==> src/rtl/core/lvp_pkg.sv <==
// Shared types and character constants for the label/value line parser.
// Used by lvp_line_fsm, lvp_accum and the top level; no dependencies.
package lvp_pkg;

    localparam logic [7:0] C_TAB   = 8'd9;
    localparam logic [7:0] C_LF    = 8'd10;
    localparam logic [7:0] C_CR    = 8'd13;
    localparam logic [7:0] C_SPACE = 8'd32;
    localparam logic [7:0] C_PLUS  = 8'h2B;
    localparam logic [7:0] C_MINUS = 8'h2D;
    localparam logic [7:0] C_ZERO  = 8'h30;
    localparam logic [7:0] C_NINE  = 8'h39;
    localparam logic [7:0] C_CHR_V = 8'h56;
    localparam logic [7:0] C_CHR_P = 8'h50;

    localparam int DEC_DIVISOR = 1000;

    localparam logic KIND_VOLTS = 1'b0;
    localparam logic KIND_WATTS = 1'b1;

    typedef struct packed {
        logic       clear;
        logic       take;
        logic [3:0] digit;
        logic       emit;
        logic       kind;
        logic       neg;
    } t_ctl;

endpackage

==> src/rtl/core/label_tab_value_line_parser.sv <==
// Label/value line parser top level: input register, line control, accumulator, result register.
// Depends on lvp_pkg, lvp_line_fsm and lvp_accum.
//
// Usage:
//   Input channel i_rx_valid / o_rx_stall carries one received byte per request
//   (i_rx_byte). Lines read "label TAB value CR LF"; labels V and PPV are decoded.
//   Output channel o_reading_valid / i_reading_stall carries one reading per
//   matching LF: o_reading_kind (0 volts, 1 watts) and o_reading_value (signed).
//   Throughput: one byte per cycle while o_rx_stall is low; the per-byte work is one multiply-by-ten
//   accumulate between the input register and the result register.
//   A reading is loaded into the result register when its LF leaves the input register.
//   i_cfg_wr_en / i_cfg_wr_data write the enable bit (reset 1); when clear,
//   bytes are taken and dropped, and a partial line is kept.
//   Reset (i_rst_n low, synchronous) empties both registers and clears the line.
//   A stalled reading holds; the input register keeps accepting bytes that give
//   no reading, and o_rx_stall rises only when an LF meets a full, stalled output.
module label_tab_value_line_parser #(
    parameter int VALUE_BITS = 32
) (
    input  logic        i_clk,
    input  logic        i_rst_n,
    input  logic        i_cfg_wr_en,
    input  logic        i_cfg_wr_data,
    input  logic        i_rx_valid,
    output logic        o_rx_stall,
    input  logic [7:0]  i_rx_byte,
    output logic        o_reading_valid,
    input  logic        i_reading_stall,
    output logic        o_reading_kind,
    output logic [31:0] o_reading_value
);
    import lvp_pkg::*;

    logic        r_enable;
    logic        r_in_valid;
    logic [7:0]  r_in_byte;
    logic        r_out_valid;
    logic        r_out_kind;
    logic [31:0] r_out_value;

    t_ctl        ctl;
    logic [31:0] value;
    logic        out_free;
    logic        proc;
    logic        step;
    logic        in_acc;

    assign out_free   = !r_out_valid || !i_reading_stall;
    assign proc       = r_in_valid && (out_free || !(r_enable && ctl.emit));
    assign step       = proc && r_enable;
    assign o_rx_stall = r_in_valid && !proc;
    assign in_acc     = i_rx_valid && !o_rx_stall;

    lvp_line_fsm u_fsm (
        .i_clk   (i_clk),
        .i_rst_n (i_rst_n),
        .i_step  (step),
        .i_byte  (r_in_byte),
        .o_ctl   (ctl)
    );

    lvp_accum #(
        .VALUE_BITS (VALUE_BITS)
    ) u_accum (
        .i_clk   (i_clk),
        .i_rst_n (i_rst_n),
        .i_step  (step),
        .i_ctl   (ctl),
        .o_value (value)
    );

    always_ff @(posedge i_clk) begin
        if (!i_rst_n) begin
            r_enable    <= 1'b1;
            r_in_valid  <= 1'b0;
            r_out_valid <= 1'b0;
        end else begin
            if (i_cfg_wr_en) begin
                r_enable <= i_cfg_wr_data;
            end
            if (in_acc) begin
                r_in_valid <= 1'b1;
            end else if (proc) begin
                r_in_valid <= 1'b0;
            end
            if (step && ctl.emit) begin
                r_out_valid <= 1'b1;
            end else if (!i_reading_stall) begin
                r_out_valid <= 1'b0;
            end
        end
    end

    always_ff @(posedge i_clk) begin
        if (in_acc) begin
            r_in_byte <= i_rx_byte;
        end
        if (step && ctl.emit) begin
            r_out_kind  <= ctl.kind;
            r_out_value <= value;
        end
    end

    assign o_reading_valid = r_out_valid;
    assign o_reading_kind  = r_out_kind;
    assign o_reading_value = r_out_value;

endmodule

==> src/rtl/core/lvp_line_fsm.sv <==
// Line framing, label match, sign and held-byte control for the parser.
// Depends on lvp_pkg; drives the digit accumulator through a t_ctl struct.
module lvp_line_fsm (
    input  logic          i_clk,
    input  logic          i_rst_n,
    input  logic          i_step,
    input  logic [7:0]    i_byte,
    output lvp_pkg::t_ctl o_ctl
);
    import lvp_pkg::*;

    typedef enum logic [1:0] {
        PH_LABEL,
        PH_LEAD,
        PH_DIGITS,
        PH_ENDED
    } t_phase;

    typedef enum logic [2:0] {
        LM_EMPTY,
        LM_V,
        LM_P,
        LM_PP,
        LM_PPV,
        LM_BAD
    } t_label;

    t_phase     r_phase, n_phase;
    t_label     r_label, n_label;
    logic       r_neg, n_neg;
    logic [7:0] r_held, n_held;
    logic       r_held_valid, n_held_valid;

    logic       held_digit;
    logic       held_space;
    logic       take;

    always_comb begin
        held_digit = (r_held >= C_ZERO) && (r_held <= C_NINE);
        held_space = (r_held == C_SPACE) || (r_held inside {[C_TAB:C_CR]});
        n_phase      = r_phase;
        n_label      = r_label;
        n_neg        = r_neg;
        n_held       = r_held;
        n_held_valid = r_held_valid;
        take         = 1'b0;
        if (i_byte == C_LF) begin
            n_phase      = PH_LABEL;
            n_label      = LM_EMPTY;
            n_neg        = 1'b0;
            n_held       = '0;
            n_held_valid = 1'b0;
        end else if (r_phase == PH_LABEL) begin
            if (i_byte == C_TAB) begin
                n_phase = PH_LEAD;
            end else begin
                case (r_label)
                    LM_EMPTY: begin
                        n_label = (i_byte == C_CHR_V) ? LM_V :
                                  (i_byte == C_CHR_P) ? LM_P : LM_BAD;
                    end
                    LM_P:    n_label = (i_byte == C_CHR_P) ? LM_PP : LM_BAD;
                    LM_PP:   n_label = (i_byte == C_CHR_V) ? LM_PPV : LM_BAD;
                    default: n_label = LM_BAD;
                endcase
            end
        end else begin
            if (r_held_valid) begin
                case (r_phase)
                    PH_LEAD: begin
                        if (held_space) begin
                            n_phase = PH_LEAD;
                        end else if (r_held == C_PLUS) begin
                            n_phase = PH_DIGITS;
                        end else if (r_held == C_MINUS) begin
                            n_neg   = 1'b1;
                            n_phase = PH_DIGITS;
                        end else if (held_digit) begin
                            take    = 1'b1;
                            n_phase = PH_DIGITS;
                        end else begin
                            n_phase = PH_ENDED;
                        end
                    end
                    PH_DIGITS: begin
                        if (held_digit) begin
                            take = 1'b1;
                        end else begin
                            n_phase = PH_ENDED;
                        end
                    end
                    default: n_phase = r_phase;
                endcase
            end
            n_held       = i_byte;
            n_held_valid = 1'b1;
        end
    end

    always_comb begin
        o_ctl.clear = (i_byte == C_LF);
        o_ctl.take  = take;
        o_ctl.digit = 4'(r_held - C_ZERO);
        o_ctl.emit  = (i_byte == C_LF) && (r_phase != PH_LABEL) &&
                      ((r_label == LM_V) || (r_label == LM_PPV));
        o_ctl.kind  = (r_label == LM_PPV) ? KIND_WATTS : KIND_VOLTS;
        o_ctl.neg   = r_neg;
    end

    always_ff @(posedge i_clk) begin
        if (!i_rst_n) begin
            r_phase      <= PH_LABEL;
            r_label      <= LM_EMPTY;
            r_neg        <= 1'b0;
            r_held       <= '0;
            r_held_valid <= 1'b0;
        end else if (i_step) begin
            r_phase      <= n_phase;
            r_label      <= n_label;
            r_neg        <= n_neg;
            r_held       <= n_held;
            r_held_valid <= n_held_valid;
        end
    end

endmodule

==> src/rtl/core/lvp_accum.sv <==
// Saturating decimal accumulator with a running quotient and remainder by 1000.
// Depends on lvp_pkg; steered by the t_ctl struct from lvp_line_fsm.
module lvp_accum #(
    parameter int VALUE_BITS = 32
) (
    input  logic          i_clk,
    input  logic          i_rst_n,
    input  logic          i_step,
    input  lvp_pkg::t_ctl i_ctl,
    output logic [31:0]   o_value
);
    import lvp_pkg::*;

    localparam int OW = (VALUE_BITS > 32) ? VALUE_BITS : 32;
    localparam logic [VALUE_BITS-1:0] LIM   = {1'b1, {(VALUE_BITS-1){1'b0}}};
    localparam logic [VALUE_BITS-1:0] DIV_K = VALUE_BITS'(DEC_DIVISOR);
    localparam logic [VALUE_BITS-1:0] LIM_Q_NEG = LIM / DIV_K;
    localparam logic [VALUE_BITS-1:0] LIM_Q_POS = (LIM - 1'b1) / DIV_K;

    logic [VALUE_BITS-1:0] r_acc, n_acc;
    logic [VALUE_BITS-1:0] r_quo, n_quo;
    logic [9:0]            r_rem, n_rem;

    logic [VALUE_BITS+3:0] prod;
    logic [VALUE_BITS+3:0] quo_prod;
    logic [13:0]           rem_ext;
    logic [3:0]            qd;
    logic                  at_lim;
    logic [VALUE_BITS-1:0] mag_v;
    logic [VALUE_BITS-1:0] mag_w;
    logic [OW-1:0]         mag;
    logic [OW-1:0]         signed_val;

    always_comb begin
        prod = ({4'b0, r_acc} << 3) + ({4'b0, r_acc} << 1) +
               (VALUE_BITS+4)'(i_ctl.digit);
        rem_ext = (14'(r_rem) << 3) + (14'(r_rem) << 1) + 14'(i_ctl.digit);
        qd = 4'd0;
        for (int k = 1; k < 10; k++) begin
            if (rem_ext >= 14'(k * DEC_DIVISOR)) begin
                qd = 4'(k);
            end
        end
        quo_prod = ({4'b0, r_quo} << 3) + ({4'b0, r_quo} << 1) +
                   (VALUE_BITS+4)'(qd);
        n_acc = r_acc;
        n_quo = r_quo;
        n_rem = r_rem;
        if (i_ctl.clear) begin
            n_acc = '0;
            n_quo = '0;
            n_rem = '0;
        end else if (i_ctl.take) begin
            if (prod > {4'b0, LIM}) begin
                n_acc = LIM;
            end else begin
                n_acc = prod[VALUE_BITS-1:0];
                n_quo = quo_prod[VALUE_BITS-1:0];
                n_rem = 10'(rem_ext - 14'(qd) * 14'(DEC_DIVISOR));
            end
        end
    end

    always_comb begin
        at_lim = (r_acc == LIM);
        if (at_lim) begin
            mag_v = i_ctl.neg ? LIM_Q_NEG : LIM_Q_POS;
        end else begin
            mag_v = r_quo;
        end
        mag_w      = (at_lim && !i_ctl.neg) ? (LIM - 1'b1) : r_acc;
        mag        = OW'((i_ctl.kind == KIND_WATTS) ? mag_w : mag_v);
        signed_val = i_ctl.neg ? (~mag + 1'b1) : mag;
        o_value    = signed_val[31:0];
    end

    always_ff @(posedge i_clk) begin
        if (!i_rst_n) begin
            r_acc <= '0;
            r_quo <= '0;
            r_rem <= '0;
        end else if (i_step) begin
            r_acc <= n_acc;
            r_quo <= n_quo;
            r_rem <= n_rem;
        end
    end

endmodule

==> config.mk <==
export PLATFORM = sky130hd
export DESIGN_NAME = label_tab_value_line_parser
export DESIGN_NICKNAME = d
export VERILOG_FILES = /design/src/rtl/core/lvp_pkg.sv /design/src/rtl/core/label_tab_value_line_parser.sv /design/src/rtl/core/lvp_line_fsm.sv /design/src/rtl/core/lvp_accum.sv
export SDC_FILE = /design/constraint.sdc
export NUM_CORES = 1
export LEC_CHECK = 0
export BUFFER_PORTS_ARGS = -buffer_cell sky130_fd_sc_hd__buf_4
export CAP_MARGIN = 15
export CORE_AREA = 5 5 213 215
export DETAILED_ROUTE_END_ITERATION = 8
export DIE_AREA = 0 0 218 220
export PLACE_DENSITY = 0.4
export RECOVER_POWER = 100
export SLEW_MARGIN = 40
export SYNTH_ARGS = -nofsm -noshare
export SYNTH_HDL_FRONTEND = slang
export SYNTH_HIERARCHICAL = 1
export SYNTH_SLANG_ARGS = --single-unit
==> constraint.sdc <==
create_clock -name i_clk -period 12.8 [get_ports i_clk]
set_input_delay 1.28 -clock i_clk [delete_from_list [all_inputs] [get_ports i_clk]]
set_output_delay 1.28 -clock i_clk [all_outputs]
set_load 0.01 [all_outputs]
# Word level (Yosys, flattened, before mapping)
# Cells that the tools add are included.
# word_totals
latch_bits	0
output_inout_bits	35
regBits	133
inputBits	14
rom_bits	0
mem_bits_rw	0
mem_count	0
word_cells	163
# op_classes
reduce_logical	38
n_mul	1
div_mod_pow	0
shifts	0
bitwise_logic	1
add_sub_neg	9
eq_ne	22
n_mux	64
magnitude_cmp	14
# op_table
op	count
2-to-1 mux 32 bit	10
>= comparator 14 x 13 -> 1 bit (second input constant)	4
adder 35 x 33 -> 36 bit	1
adder 36 x 4 -> 36 bit	1
greater-than comparator 36 x 32 -> 1 bit (second input constant)	1
adder 32 x 1 -> 32 bit (second input constant)	1
adder 32 bit	1
adder 32 x 4 -> 32 bit	1
equality test 32 bit (second input constant)	1
2-to-1 mux 4 bit	8
inverter 32 bit	1
2-to-1 mux 10 bit	3
>= comparator 14 x 12 -> 1 bit (second input constant)	2
equality test 8 x 6 -> 1 bit (second input constant)	3
2-to-1 mux 1 bit	24
2-to-1 mux 3 bit	6
equality test 8 x 4 -> 1 bit (second input constant)	2
equality test 8 x 7 -> 1 bit (second input constant)	2
2-to-1 mux 2 bit	8
2-to-1 mux 8 bit	2
adder 13 x 11 -> 14 bit	1
adder 14 x 4 -> 14 bit	1
>= comparator 14 x 10 -> 1 bit (second input constant)	1
>= comparator 14 x 11 -> 1 bit (second input constant)	1
32 further kinds	63

# Longest topological paths before layout
# logic_depth
depth_word	17
mapped_depth	30
mapped_depth_nobuf	28

# Modules after synthesis
# The synthesis kept the hierarchy.
# by_module_without_submodules
mod	area_each_um2	cells_each	n_inst	seq_area_each_um2
lvp_accum	9564.2	1223	1	1481.4
label_tab_value_line_parser	1366.3	57	1	1291.2
lvp_line_fsm	1049.8	123	1	300.3

# Worst setup path after synthesis
# OpenSTA, ideal clock, no wires.
# synth_path
path_type	register to register
start	register u_fsm.r_held[3]
end	register u_accum.r_quo[30]
stages_incl_launch_ff	28
synth_period_minus_slack_ps	7135
path_slack_ps	5665
path_buffers	1
t_required_ps	12666
setup_ps	134
arrival_time_ps	7001
cell_sequence	dfxtp_1 > buf_4 > inv_1 > fa_1 > inv_1 > fa_1 > a21o_1 > a2111oi_0 > nor2_1 > xnor2_1 > nor2_1 > a41oi_1 > inv_1 > nor2_1 > ha_1 > ha_1 > inv_1 > fa_1 > nor2b_1 > o31ai_1 > a21oi_1 > a2111oi_0 > o311ai_0 > o311ai_0 > a31oi_1 > mux2i_1 > a211oi_1 > o22ai_1
# synth_lines
item	line	rtl
start, declared	lvp_line_fsm.sv:31	logic [7:0] r_held, n_held;
start signal, assigned	lvp_line_fsm.sv:121	r_held <= n_held;
end signal, assigned	lvp_accum.sv:84	r_quo <= n_quo;
end, declared	lvp_accum.sv:21	logic [VALUE_BITS-1:0] r_quo, n_quo;

# Worst setup path in the final report
# layout_path
start	register u_fsm.r_held[3]
end	register u_accum.r_quo[30]
# layout_between
elab_chain_len	16
word_cells_on_any_way	47
# layout_rtl
item	line	rtl
subtractor 4 x 1 -> 4 bit	lvp_line_fsm.sv:103	o_ctl.digit = 4'(r_held - C_ZERO);
adder 14 x 4 -> 14 bit	lvp_accum.sv:37	rem_ext = (14'(r_rem) << 3) + (14'(r_rem) << 1) + 14'(i_ctl.digit);
>= comparator 14 x 10 -> 1 bit	lvp_accum.sv:40	if (rem_ext >= 14'(k * DEC_DIVISOR)) begin
2-to-1 mux 1 bit	lvp_accum.sv:40	
2-to-1 mux 4 bit (8 in a row)	lvp_accum.sv:40	
adder 32 x 4 -> 32 bit	lvp_accum.sv:44	quo_prod = ({4'b0, r_quo} << 3) + ({4'b0, r_quo} << 1) +
2-to-1 mux 32 bit	lvp_accum.sv:54	if (prod > {4'b0, LIM}) begin
2-to-1 mux 32 bit	lvp_accum.sv:53	end else if (i_ctl.take) begin
2-to-1 mux 32 bit	lvp_accum.sv:49	if (i_ctl.clear) begin
# Several ways; a longest one is shown, not always the timed one. The select of a mux whose other input is x is not followed.
# A chain may end at the register's enable or synchronous reset.

==> flow_summary.json <==
{
  "postSynth.asyncResetShare": 0,
  "clock_latency_ns": 0.44,
  "critPathKind": "flop to flop",
  "dr.pass1.iters": 5,
  "grtUsageTotal": 0.145,
  "fillers": 4735,
  "rows": 77,
  "design_power_total_mw": 0.989,
  "run_status": "finished, violations left",
  "cts_tree": "done",
  "drv_slew": 160,
  "irDropWorstVdd_mv": 0.0671,
  "design.final.nets": 1611,
  "dpl_cell_area_um2": 13000,
  "via_count_of_the_first_global_routing_pass": 10178,
  "grt_antenna_before_repair": 0,
  "layout.core_utilization": 0.305,
  "cts_hold_repair.buffers": 0,
  "holdWs_ns": 0.494,
  "max_slew.worst_pin.slew_ns": 3.15,
  "postCtsResizedCells": 0,
  "min_from": "u_accum/r_rem[2]",
  "ys.warnings.count": 6,
  "synth_flop_cell": "sky130_fd_sc_hd__dfxtp_1",
  "synth_edf_count": 41,
  "critical_path.max_fanout": 8,
  "timing_hold_violations_final": 0,
  "max_freq_mhz": 125,
  "numCtsBuffers": 17,
  "h-tree-depth": 4,
  "die_w_um": 218,
  "timing.critical_path.max_delay_family": "compound AO/OA/AOI/OAI gates",
  "post-cts-setup-buffer-count": 0,
  "p_leak_nw": 5.69,
  "setup_viol": 0,
  "power_per_cell_area_nw_per_um2": 74.5,
  "synth_seq_area_share": 0.257,
  "min_period_over_period": 0.623,
  "global_route_wire_length_before_repair_um": 56000,
  "design.die.area_um2": 48000,
  "rsz0062_at_grt": "no",
  "finalWeightedCongestion": 0.801,
  "relSlewSlack": -1.10,
  "rrSetupSlack_ns": 4.83,
  "cts.clk_slew.worst_paths_ns": 0.06,
  "hold_end": "u_accum/r_rem[2]",
  "dieHeight_um": 220,
  "synth.ff_latch_count": 133,
  "critical_path.most_common_cell": "sky130_fd_sc_hd__inv_1",
  "antenna_cells": 0,
  "syn_area_um2": 12000,
  "post_drt_via_cell_ratio": 5.10,
  "synth_nets": 1585,
  "gr-total-overflow": 0,
  "top_level_ports": 49,
  "core_area_um2": 43500,
  "crit_buf_inv": 5,
  "dp_hpwl_um": 27200,
  "reg2reg_start": "u_fsm/r_held[3]",
  "critPathLaunchType": "flop",
  "tritoncts_num_sinks": 133,
  "route.detailed.wl_per_inst_um": 17.3,
  "avgSynthCellArea_um2": 8.54,
  "worst_path_largest_cell_delay_ns": 0.54,
  "worst_r2r_endpoint": "u_accum/r_quo[30]",
  "final_area_um2": 13300,
  "initial_core_util": 0.275,
  "drt_wl_total_um": 35200,
  "max_cap_violations": 4,
  "share_of_final_layout_standard_cells_stronger_than_drive_strength_1": 0.0596,
  "rr_worst_depth": 27,
  "min_path_cells": 2,
  "layout-area-overhead-vs-synth_pct": 10.8,
  "ant_nets": 0,
  "drtIter0Drc": 523,
  "worst-endpoint-arrival_ns": 8.16,
  "port-buffer-count": 48,
  "drc_errors": 0,
  "final.setup_skew_ns": 0.0186,
  "crit_required_ns": 12.99,
  "clockBufferDepth": 2,
  "timing.critical_path.to_type": "flop",
  "synth.distinct_cells": 99,
  "grt_max_degree": 64,
  "hold_path.class": "flop to flop",
  "setup-tns-final_ns": 0,
  "violated_checks": "max-capacitance violations, max-slew violations",
  "final.min_clock_period_ns": 7.97,
  "clock-root-buffer": "sky130_fd_sc_hd__clkbuf_16",
  "critical-path-slowest-cell": "sky130_fd_sc_hd__fa_1",
  "syn-instance-count": 1403,
  "via_count": 10376
}
[logic make-up (layout without fill, tap and decap cells)]
group / after synthesis / in the layout / synth area share
adders and majority gates: 168 / 168 / 0.182
AOI/OAI and AO/OA: 415 / 415 / 0.237
and+or+nand+nor: 429 / 429 / 0.186
xor gates and xnor gates: 91 / 91 / 0.0665
buffers and inverters: 139 / 178 / 0.0476
muxes: 28 / 28 / 0.0235
DFF: 133 / 133 / 0.257
[report_power, final]
group          total [mW]  leakage [nW]  internal (mW)  switching [mW]
Combinational      0.0473          4.32         0.0160          0.0313
Sequential          0.441          1.09          0.436         0.00482
Clock               0.501         0.284          0.290           0.211
Total               0.989          5.69          0.742           0.247
[placed cells by master (no fill, tap or decap), types with 11 or more instances in the layout]
| cell type | n |
|---|---|
| sky130_fd_sc_hd__dfxtp_1 | 92 |
| sky130_fd_sc_hd__o211ai_1 | 22 |
| sky130_fd_sc_hd__o31ai_1 | 18 |
| sky130_fd_sc_hd__clkbuf_1 | 44 |
| sky130_fd_sc_hd__or3_1 | 17 |
| sky130_fd_sc_hd__xor2_1 | 37 |
| sky130_fd_sc_hd__o21a_1 | 33 |
| sky130_fd_sc_hd__a31oi_1 | 12 |
| sky130_fd_sc_hd__o22ai_1 | 38 |
| sky130_fd_sc_hd__and3_1 | 15 |
| sky130_fd_sc_hd__edfxtp_1 | 41 |
| sky130_fd_sc_hd__nor2b_1 | 19 |
| sky130_fd_sc_hd__a211oi_1 | 16 |
| sky130_fd_sc_hd__fa_1 | 11 |
| sky130_fd_sc_hd__o21ai_0 | 82 |
| sky130_fd_sc_hd__mux2i_1 | 27 |
| sky130_fd_sc_hd__nor3_1 | 16 |
| sky130_fd_sc_hd__nand2_1 | 169 |
| sky130_fd_sc_hd__a21oi_1 | 77 |
| sky130_fd_sc_hd__buf_4 | 12 |
| sky130_fd_sc_hd__nand3_1 | 34 |
| sky130_fd_sc_hd__ha_1 | 157 |
| sky130_fd_sc_hd__clkbuf_16 | 17 |
| sky130_fd_sc_hd__inv_1 | 83 |
| sky130_fd_sc_hd__nor4_1 | 13 |
| sky130_fd_sc_hd__nand2b_1 | 13 |
| sky130_fd_sc_hd__xnor2_1 | 54 |
| sky130_fd_sc_hd__nand4_1 | 17 |
| sky130_fd_sc_hd__a21o_1 | 21 |
| sky130_fd_sc_hd__nor2_1 | 62 |
[final cells by class]
cell class | instances | area [µm²] | area share
inverter | 84 | 315 | 0.0237
clock inverter | 13 | 148 | 0.0111
tap | 592 | 741 | 0.0558
clock buffer | 19 | 433 | 0.0326
multi-input combinational | 1131 | 8260 | 0.622
timing repair buffer | 62 | 308 | 0.0232
sequential | 133 | 3070 | 0.231
[sequential cells by signal (all words and copies together), names as in the netlist]
register,cells
o_reading_kind,1
o_reading_valid,1
o_reading_value,32
r_enable,1
r_in_byte,8
r_in_valid,1
u_accum/r_acc,32
u_accum/r_quo,32
u_accum/r_rem,10
u_fsm/r_held,8
u_fsm/r_held_valid,1
u_fsm/r_label,3
u_fsm/r_neg,1
u_fsm/r_phase,2
[worst register-to-register path: cells and delay by family, from the launching register on]
kind	cells	cell delay (ns)
buffers and inverters	5	0.70
AO/OA/AOI/OAI	11	3.52
AND/OR/NAND/NOR	4	0.68
XOR/XNOR	1	0.48
flip-flops	1	0.47
multiplexers	1	0.16
adder cells (fa/ha/maj)	5	1.75
[worst max-delay path by stage]
stage / startpoint / to / slack [ns] / cells past startpoint
2_1_floorplan: u_fsm/r_held[3] / u_accum/r_quo[30] / 5.66 / 27
3_3_place_gp: u_fsm/r_held[3] / u_accum/r_quo[30] / 5.15 / 27
3_5_place_dp: u_fsm/r_held[3] / u_accum/r_quo[30] / 4.99 / 27
4_1_cts: u_fsm/r_held[3] / u_accum/r_quo[30] / 4.96 / 27
5_1_grt: u_fsm/r_held[3] / u_accum/r_quo[30] / 3.77 / 27
6_report: u_fsm/r_held[3] / u_accum/r_quo[30] / 4.83 / 27
[synthesized netlist by cell type (6+ instances only)]
master | n | area share
sky130_fd_sc_hd__a211o_1 | 6 | 0.0044
sky130_fd_sc_hd__a211oi_1 | 16 | 0.010
sky130_fd_sc_hd__nor2_1 | 63 | 0.020
sky130_fd_sc_hd__buf_4 | 9 | 0.0056
sky130_fd_sc_hd__o21bai_1 | 8 | 0.0050
sky130_fd_sc_hd__o311ai_0 | 6 | 0.0044
sky130_fd_sc_hd__edfxtp_1 | 41 | 0.10
sky130_fd_sc_hd__xnor2_1 | 54 | 0.039
sky130_fd_sc_hd__a21o_1 | 21 | 0.013
sky130_fd_sc_hd__o21ai_2 | 6 | 0.0044
sky130_fd_sc_hd__nor3_1 | 16 | 0.0067
sky130_fd_sc_hd__or3_1 | 12 | 0.0063
sky130_fd_sc_hd__nand2_1 | 169 | 0.053
sky130_fd_sc_hd__a31oi_1 | 12 | 0.0063
sky130_fd_sc_hd__dfxtp_1 | 92 | 0.15
sky130_fd_sc_hd__nor2b_1 | 19 | 0.0099
sky130_fd_sc_hd__or2_2 | 7 | 0.0037
sky130_fd_sc_hd__buf_2 | 6 | 0.0025
sky130_fd_sc_hd__and4_1 | 6 | 0.0044
sky130_fd_sc_hd__and2_1 | 7 | 0.0037
sky130_fd_sc_hd__clkbuf_1 | 38 | 0.012
sky130_fd_sc_hd__a21oi_1 | 78 | 0.033
sky130_fd_sc_hd__o31ai_1 | 17 | 0.011
sky130_fd_sc_hd__and3_1 | 15 | 0.0078
sky130_fd_sc_hd__fa_1 | 11 | 0.018
sky130_fd_sc_hd__xor2_1 | 37 | 0.027
sky130_fd_sc_hd__o21a_1 | 33 | 0.021
sky130_fd_sc_hd__nor4_1 | 12 | 0.0063
sky130_fd_sc_hd__o21ai_0 | 76 | 0.032
sky130_fd_sc_hd__mux2i_1 | 27 | 0.023
sky130_fd_sc_hd__ha_1 | 157 | 0.16
sky130_fd_sc_hd__o211ai_1 | 21 | 0.013
sky130_fd_sc_hd__o22ai_1 | 38 | 0.020
sky130_fd_sc_hd__nand2b_1 | 13 | 0.0068
sky130_fd_sc_hd__nand3_1 | 34 | 0.014
sky130_fd_sc_hd__nand4_1 | 16 | 0.0084
sky130_fd_sc_hd__inv_1 | 83 | 0.026
[routing by layer]
layer,part of all wire,routed length (µm),track usage,vias to the layer above
met2,0.49,17400,0.257,131
met5,0,0,0,-
li1,-,-,-,5252
met3,0.028,999,0.0206,21
met1,0.47,16400,0.188,4972
met4,0.012,418,0.0318,0
[stage by stage]
| step | std cells | worst slack, ns |
|---|---|---|
| final | 2034 | 4.83 |
| after global routing | 2034 | 3.77 |
| after CTS | 2034 | 4.96 |
| after detailed placement | 2002 | 4.99 |
| after global placement | 2002 | 5.15 |
| after floorplan | 1403 | 5.66 |
No activity file was read; power rests on OpenSTA's default activity.
